[config.mk]
export PLATFORM = sky130hd
export DESIGN_NAME = pid_controller_clamped
export DESIGN_NICKNAME = d
export VERILOG_FILES = /design/src/sv/pidc_pkg.sv /design/src/sv/pid_controller_clamped.sv
export SDC_FILE = /design/constraint.sdc
export NUM_CORES = 2
export LEC_CHECK = 0
export BUFFER_PORTS_ARGS = -buffer_cell sky130_fd_sc_hd__buf_2
export CAP_MARGIN = 20
export CELL_PAD_IN_SITES_DETAIL_PLACEMENT = 0
export CELL_PAD_IN_SITES_GLOBAL_PLACEMENT = 1
export CORE_ASPECT_RATIO = 0.75
export CORE_MARGIN = 2
export CORE_UTILIZATION = 55
export DETAILED_ROUTE_END_ITERATION = 12
export HOLD_SLACK_MARGIN = 0.03
export PLACE_DENSITY_LB_ADDON = 0.1
export SLEW_MARGIN = 20
export SYNTH_ARGS = -nofsm -noshare
export SYNTH_HDL_FRONTEND = slang
export SYNTH_SLANG_ARGS = --single-unit
[constraint.sdc]
create_clock -name clk_i -period 22.2 [get_ports clk_i]
set_input_delay 4.44 -clock clk_i [delete_from_list [all_inputs] [get_ports clk_i]]
set_output_delay 4.44 -clock clk_i [all_outputs]
set_load 0.02 [all_outputs]
[src/sv/pidc_pkg.sv]
// Package for the clamped PID controller: types and constants.
`timescale 1ns / 1ps
`default_nettype none
package pidc_pkg;

  localparam int unsigned SampleW = 16;
  localparam int unsigned SumW    = 32;
  localparam int unsigned GainW   = 16;
  localparam int unsigned DivW    = 24;
  localparam int unsigned ProdW   = GainW + SumW;
  localparam int unsigned AccW    = ProdW + 2;
  localparam int unsigned FracShift = 12;
  localparam int unsigned CntW    = $clog2(DivW);
  localparam int unsigned AddrW   = 5;

  localparam logic [SampleW-1:0] DtOne = 16'd256;

  typedef enum logic [2:0] {
    REG_GAIN_P     = 3'd0,
    REG_GAIN_I     = 3'd1,
    REG_GAIN_D     = 3'd2,
    REG_LIMIT_HIGH = 3'd3,
    REG_LIMIT_LOW  = 3'd4
  } reg_idx_e;

  typedef enum logic [3:0] {
    ST_IDLE,
    ST_DIV,
    ST_DSAT,
    ST_MUL_P,
    ST_MUL_I,
    ST_MUL_D,
    ST_ACC,
    ST_CLAMP,
    ST_OUT
  } state_e;

endpackage
`default_nettype wire

[src/sv/pid_controller_clamped.sv]
// Clamped PID controller: sequencer, shared divider step and shared multiplier.
`timescale 1ns / 1ps
`default_nettype none
// Takes one error sample and time step per transaction and returns one clamped
// drive value with a clamped flag. After acceptance, a 24-step restoring
// divider forms the derivative (one quotient bit per cycle), then one 16x32
// multiplier is used three times for the proportional, integral and derivative
// terms, followed by the clamp compare. The input is not ready until the result
// has been taken, so a new item is not accepted before the last one is through.
// The error sum and previous error are updated on acceptance; gains and limits
// are to be written over the APB port only while the block is idle; the block
// itself does not enforce this.
module pid_controller_clamped (
  input  wire logic        clk_i,
  input  wire logic        rst_ni,
  input  wire logic        s_axis_tvalid,
  output logic             s_axis_tready,
  input  wire logic [31:0] s_axis_tdata,   // [15:0] error_sample, [31:16] time_step
  output logic             m_axis_tvalid,
  input  wire logic        m_axis_tready,
  output logic [15:0]      m_axis_tdata,   // [15:0] drive
  output logic             m_axis_tuser,   // [0] clamped
  input  wire logic        psel,
  input  wire logic        penable,
  input  wire logic        pwrite,
  input  wire logic [pidc_pkg::AddrW-1:0] paddr,
  input  wire logic [31:0] pwdata,
  output logic [31:0]      prdata,
  output logic             pready
);

  localparam int unsigned SW = pidc_pkg::SampleW;
  localparam int unsigned DW = pidc_pkg::DivW;
  localparam int unsigned AW = pidc_pkg::AccW;

  pidc_pkg::state_e state_q, state_d;

  logic signed [SW-1:0] gain_p_q, gain_i_q, gain_d_q, lim_hi_q, lim_lo_q;
  logic signed [SW-1:0] prev_q, e_q, d_q;
  logic signed [pidc_pkg::SumW-1:0] sum_q;
  logic [SW-1:0]  dt_q;
  logic [DW-1:0]  quo_q;
  logic [SW:0]    rem_q;
  logic           neg_q;
  logic [pidc_pkg::CntW-1:0] cnt_q;
  logic signed [pidc_pkg::ProdW-1:0] prod_q;
  logic signed [AW-1:0] acc_q;
  logic [SW-1:0]  drive_q;
  logic           clamped_q;

  logic in_acc, out_acc, cfg_wr;
  pidc_pkg::reg_idx_e reg_idx;

  logic signed [SW:0]   diff;
  logic signed [SW+8:0] num;
  logic [SW+8:0]        mag;
  logic signed [pidc_pkg::SumW:0] sum_ext;
  logic signed [pidc_pkg::SumW-1:0] sum_sat;
  logic [SW:0]    rem_sh;
  logic           rem_ge;
  logic signed [SW-1:0] d_sat;
  logic signed [SW-1:0] mul_a;
  logic signed [pidc_pkg::SumW-1:0] mul_b;
  logic signed [pidc_pkg::ProdW-1:0] prod_d;
  logic signed [AW-1:0] hi_ext, lo_ext, acc_rnd;

  assign in_acc  = s_axis_tvalid && s_axis_tready;
  assign out_acc = m_axis_tvalid && m_axis_tready;
  assign pready  = 1'b1;
  assign cfg_wr  = psel && penable && pwrite && pready;
  assign reg_idx = pidc_pkg::reg_idx_e'(paddr[4:2]);

  // Input-side arithmetic
  assign diff    = {s_axis_tdata[15], s_axis_tdata[15:0]} - {prev_q[SW-1], prev_q};
  assign num     = {diff, 8'd0};
  assign mag     = num[SW+8] ? -num : num;
  assign sum_ext = {sum_q[pidc_pkg::SumW-1], sum_q}
                 + (pidc_pkg::SumW+1)'($signed(s_axis_tdata[15:0]));

  always_comb begin
    if (sum_ext[pidc_pkg::SumW] != sum_ext[pidc_pkg::SumW-1]) begin
      sum_sat = sum_ext[pidc_pkg::SumW] ? {1'b1, {(pidc_pkg::SumW-1){1'b0}}}
                                        : {1'b0, {(pidc_pkg::SumW-1){1'b1}}};
    end else begin
      sum_sat = sum_ext[pidc_pkg::SumW-1:0];
    end
  end

  // Restoring division step
  assign rem_sh = {rem_q[SW-1:0], quo_q[DW-1]};
  assign rem_ge = rem_sh >= {1'b0, dt_q};

  // Derivative saturation
  always_comb begin
    if (neg_q) begin
      d_sat = (quo_q > DW'(32768)) ? 16'sh8000 : SW'(-quo_q);
    end else begin
      d_sat = (quo_q > DW'(32767)) ? 16'sh7fff : quo_q[SW-1:0];
    end
  end

  // Shared multiplier operand select
  always_comb begin
    unique case (state_q)
      pidc_pkg::ST_MUL_P: begin
        mul_a = gain_p_q;
        mul_b = pidc_pkg::SumW'(e_q);
      end
      pidc_pkg::ST_MUL_I: begin
        mul_a = gain_i_q;
        mul_b = sum_q;
      end
      default: begin
        mul_a = gain_d_q;
        mul_b = pidc_pkg::SumW'(d_q);
      end
    endcase
  end
  assign prod_d = mul_a * mul_b;

  assign hi_ext  = {{(AW-SW-pidc_pkg::FracShift){lim_hi_q[SW-1]}}, lim_hi_q,
                    {pidc_pkg::FracShift{1'b0}}};
  assign lo_ext  = {{(AW-SW-pidc_pkg::FracShift){lim_lo_q[SW-1]}}, lim_lo_q,
                    {pidc_pkg::FracShift{1'b0}}};
  assign acc_rnd = acc_q + AW'(2048);

  // Next state
  always_comb begin
    state_d = state_q;
    unique case (state_q)
      pidc_pkg::ST_IDLE:  if (in_acc) state_d = pidc_pkg::ST_DIV;
      pidc_pkg::ST_DIV:   if (cnt_q == pidc_pkg::CntW'(DW - 1)) state_d = pidc_pkg::ST_DSAT;
      pidc_pkg::ST_DSAT:  state_d = pidc_pkg::ST_MUL_P;
      pidc_pkg::ST_MUL_P: state_d = pidc_pkg::ST_MUL_I;
      pidc_pkg::ST_MUL_I: state_d = pidc_pkg::ST_MUL_D;
      pidc_pkg::ST_MUL_D: state_d = pidc_pkg::ST_ACC;
      pidc_pkg::ST_ACC:   state_d = pidc_pkg::ST_CLAMP;
      pidc_pkg::ST_CLAMP: state_d = pidc_pkg::ST_OUT;
      pidc_pkg::ST_OUT:   if (out_acc) state_d = pidc_pkg::ST_IDLE;
      default:            state_d = pidc_pkg::ST_IDLE;
    endcase
  end

  // Outputs
  always_comb begin
    s_axis_tready = (state_q == pidc_pkg::ST_IDLE);
    m_axis_tvalid = (state_q == pidc_pkg::ST_OUT);
    m_axis_tdata  = drive_q;
    m_axis_tuser  = clamped_q;
  end

  always_comb begin
    unique case (reg_idx)
      pidc_pkg::REG_GAIN_P:     prdata = 32'(gain_p_q);
      pidc_pkg::REG_GAIN_I:     prdata = 32'(gain_i_q);
      pidc_pkg::REG_GAIN_D:     prdata = 32'(gain_d_q);
      pidc_pkg::REG_LIMIT_HIGH: prdata = 32'(lim_hi_q);
      pidc_pkg::REG_LIMIT_LOW:  prdata = 32'(lim_lo_q);
      default:                  prdata = '0;
    endcase
  end

  // Control state, configuration and loop state
  always_ff @(posedge clk_i or negedge rst_ni) begin
    if (!rst_ni) begin
      state_q  <= pidc_pkg::ST_IDLE;
      gain_p_q <= '0;
      gain_i_q <= '0;
      gain_d_q <= '0;
      lim_hi_q <= 16'sh7fff;
      lim_lo_q <= 16'sh8000;
      prev_q   <= '0;
      sum_q    <= '0;
      cnt_q    <= '0;
    end else begin
      state_q <= state_d;
      if (cfg_wr) begin
        unique case (reg_idx)
          pidc_pkg::REG_GAIN_P:     gain_p_q <= pwdata[SW-1:0];
          pidc_pkg::REG_GAIN_I:     gain_i_q <= pwdata[SW-1:0];
          pidc_pkg::REG_GAIN_D:     gain_d_q <= pwdata[SW-1:0];
          pidc_pkg::REG_LIMIT_HIGH: lim_hi_q <= pwdata[SW-1:0];
          pidc_pkg::REG_LIMIT_LOW:  lim_lo_q <= pwdata[SW-1:0];
          default: ;
        endcase
      end
      if (in_acc) begin
        prev_q <= s_axis_tdata[15:0];
        sum_q  <= sum_sat;
        cnt_q  <= '0;
      end else if (state_q == pidc_pkg::ST_DIV) begin
        cnt_q <= cnt_q + 1'b1;
      end
    end
  end

  // Datapath
  always_ff @(posedge clk_i) begin
    unique case (state_q)
      pidc_pkg::ST_IDLE: begin
        e_q   <= s_axis_tdata[15:0];
        dt_q  <= (s_axis_tdata[31:16] == '0) ? pidc_pkg::DtOne : s_axis_tdata[31:16];
        neg_q <= num[SW+8];
        quo_q <= mag[DW-1:0];
        rem_q <= '0;
      end
      pidc_pkg::ST_DIV: begin
        rem_q <= rem_ge ? rem_sh - {1'b0, dt_q} : rem_sh;
        quo_q <= {quo_q[DW-2:0], rem_ge};
      end
      pidc_pkg::ST_DSAT: d_q <= d_sat;
      pidc_pkg::ST_MUL_P: begin
        prod_q <= prod_d;
        acc_q  <= '0;
      end
      pidc_pkg::ST_MUL_I, pidc_pkg::ST_MUL_D: begin
        prod_q <= prod_d;
        acc_q  <= acc_q - AW'(prod_q);
      end
      pidc_pkg::ST_ACC: acc_q <= acc_q - AW'(prod_q);
      pidc_pkg::ST_CLAMP: begin
        priority if (acc_q > hi_ext) begin
          drive_q   <= lim_hi_q;
          clamped_q <= 1'b1;
        end else if (acc_q < lo_ext) begin
          drive_q   <= lim_lo_q;
          clamped_q <= 1'b1;
        end else begin
          drive_q   <= acc_rnd[pidc_pkg::FracShift+SW-1:pidc_pkg::FracShift];
          clamped_q <= 1'b0;
        end
      end
      default: ;
    endcase
  end

endmodule
`default_nettype wire

==> impl_metrics.csv <==
group,metric,value,unit
detailed_routing,drc,0,
setup_path,cp.arrival,6.22,ns
die,fp.dieW,317,um
setup_path,crit_slowest_cell,"buf_2",
die,die_h,239,um
yosys,yosysUniqueCellTypes,79,
setup_path,reg2reg_setup_slack,12.17,ns
yosys,synth_area_leaders,"fa_1, edfxtp_1, ha_1",
sta,fin_crit_sh,48.0,%
detailed_routing,wl,113000,um
die,core_area,72200,um^2
setup_path,path_cells,"buf_2 > nor2b_1 > buf_4 > a22oi_1 > o22ai_1 > buf_2",
placed_design,dpl_cell_area,41800,um^2
yosys,ys_async_sr_fraction,40.2,%
yosys,synth_area,40300,um^2
detailed_routing,vias,31300,
setup_path,startpoint_type,"primary input",
cts,cts-resized-gates,0,
worst_hold_path,whs_path_depth,2,
worst_hold_path,min_to,"sum_q[29]$_DFFE_PN0P_",
yosys,synth_edf_count,204,
sta,worstMarginPinSlew,1.12,ns
final_layout,nets,5321,
die,rows,85,
yosys,synth_top_area_share,24.3,%
placed_design,io_buffer_count,108,
global_routing,grt_max_degree,79,
global_routing,antenna_found_initial,2,
detailed_routing,avgRoutedWirePerCell,20.8,um
setup_path,critPathLaunch,"paddr[2]",
placed_design,placed_cells,5363,
detailed_routing,dr.pass1.iters,7,
yosys,synth_top_flop_cell,"edfxtp_1",
cts,path_clk_slew,0.05,ns
detailed_routing,maxUsedRoutingLayer,"met5",
final_layout,area_growth,7.23,%
sta,min_period,10.66,ns
setup_path,crit_fanout,23,
cts,cts_num_sinks,341,
detailed_routing,wl_met2,46900,um
detailed_routing,wl_met1,54000,um
cts,cts_setup_buffers,0,
final_layout,stdcell_area,43200,um^2
yosys,syn_avg_cell_area,9.08,um^2
yosys,synth_most_common_cell,"inv_1",
cts,cts.root.buffer_cell,"clkbuf_16",
outcome,status,"finished, final reports clean",
yosys,synth_nets,5314,
cts,clk_latency,0.61,ns
setup_path,cp.required,17.76,ns
setup_path,r2r_start,"state_q[3]$_DFFE_PN0P_",
yosys,ys.warnings.count,0,
cts,cts_made_buffers,41,
global_routing,overflow,0,
sta,fmax,93.8,MHz
global_routing,grt_pass1_vias,31100,
setup_path,critPathKind,"primary input to primary output",
setup_path,crit_buf_inv,3,
sta,final-max-slew-violation-count,0,
sta,tns,0,ns
placed_design,dp_hpwl,86400,um
sta,finalHoldViolations,0,
yosys,synth_seq_cells,341,
cts,hold_buffers,0,
global_routing,grt.total_usage,31.0,%
setup_path,r2r_end,"prod_q[47]$_DFFE_PP_",
die,dieArea,75500,um^2
detailed_routing,drt_iter0_markers,2538,
worst_hold_path,hp-class,"flop to flop",
setup_path,reg2regPathDepth,31,
worst_hold_path,holdCritStartpoint,"sum_q[29]$_DFFE_PN0P_",
setup_path,cpMostUsedCell,"buf_2",
global_routing,grt_pass1_wl,180000,um
sta,timing.hold.ws,0.516,ns
yosys,synthTopCellsByCount,"inv_1, nand2_1, fa_1, nor2_1, ha_1",
detailed_routing,wl_met3,9960,um
yosys,syn-instance-count,4442,
yosys,synth.largest_area_cell,"fa_1",
yosys,yosysSeqAreaShare,23.7,%
sta,timing.slew.headroom,25.0,%
detailed_routing,viasPerCell,5.75,
sta,rsz0062_at_grt,"false",
sta,finalSetupViolCount,0,
setup_path,path_delay_family,"buffers and inverters",
final_layout,final_cells,5439,
cts,cts_max_path_buffers,3,
cts,htreeDepth,2,
setup_path,cp-end-kind,"primary output",
run,maxCapViolCount,0,
setup_path,max_stage_delay,0.50,ns
final_layout,drive_gt1_share,8.84,%
placed_design,globalplace.congestion,0.896,
sta,fin_skew,0.0339,ns
detailed_routing,ant_nets,0,
die,boundaryPins,128,
cts,cts_tree,"yes",
die,start_util,55.9,%
## layout make-up
| class | count | area, um^2 |
|---|---|---|
| fillers | 6394 | 29000 |
| clock buffers | 50 | 1140 |
| multi-input cells | 3144 | 27200 |
| inverters | 758 | 2850 |
| well taps | 957 | 1200 |
| clock inverters | 25 | 290 |
| repair buffers | 163 | 960 |
| diodes | 1 | 2.50 |
| flip-flops and latches | 341 | 9570 |
## layer usage
layer  up-vias  global-route usage (%)
li1      14500                       -
met1     15500                    47.5
met3       141                    6.69
met4         2                    6.17
met5         -                       0
met2      1087                    45.1
## kinds of logic after synthesis
group | after synthesis | share of synthesized area (%)
compound gates | 767 | 12.0
xor+xnor | 171 | 3.71
fa+ha+maj | 796 | 33.8
buf+inv | 957 | 9.07
flops | 341 | 23.7
mux | 141 | 3.84
other cells | 1 | 0.00930
simple gates | 1268 | 13.8
## tightest hold or removal path: stages (launching register included)
cell and delay [ns]:
dfrtp_1 0.37, nand2_1 0.06, o31ai_1 0.05
## placed cells by master (no fill, tap or decap), types with 9 or more instances in the layout
cell type,n
o31ai_1,18
o21bai_1,13
dfrtp_1,121
nor2_1,419
buf_4,55
and3_1,25
a211oi_1,12
nand2_1,510
a22oi_1,62
xnor2_1,115
dfstp_2,16
clkbuf_16,44
o311ai_0,11
xor2_1,56
mux2i_1,39
a31oi_1,12
nand2b_1,36
nor3_1,35
buf_2,107
fa_1,490
o21ai_0,178
mux2_2,101
nand4_1,42
nor2b_1,43
nor4_1,14
and2_1,30
edfxtp_1,204
ha_1,306
a21boi_0,9
inv_1,758
a21o_1,119
o21a_1,23
a21oi_1,211
nand3_1,49
o22ai_1,18
o211ai_1,9
or3_1,14
## metrics by stage
stage / utilization, % / setup WS, ns
finish: 59.9 / 11.54
global route: 59.9 / 11.40
CTS: 59.9 / 11.39
detailed placement: 57.9 / 11.38
global placement: 57.9 / 11.46
floorplan: - / 11.15
## worst max path at each step
stage / end / cells past startpoint
2_1_floorplan: prdata[16] / 6
3_3_place_gp: prdata[15] / 5
3_5_place_dp: prdata[29] / 5
4_1_cts: prdata[29] / 5
5_1_grt: prod_q[47]$_DFFE_PP_ / 31
6_report: prdata[8] / 6
## state kept, by name, summed over array words and instances (netlist names)
| signal | count |
|---|---|
| acc_q | 50 |
| prod_q | 48 |
| sum_q | 32 |
| quo_q | 24 |
| d_q | 16 |
| dt_q | 16 |
| e_q | 16 |
| gain_d_q | 16 |
| gain_i_q | 16 |
| gain_p_q | 16 |
| lim_hi_q | 16 |
| lim_lo_q | 16 |
| m_axis_tdata | 16 |
| prev_q | 16 |
| rem_q | 16 |
| cnt_q | 5 |
| state_q | 4 |
| m_axis_tuser | 1 |
| neg_q | 1 |
Power is not shown: default switching activity piles up to over one toggle a cycle in this logic, so the estimate is an artifact.
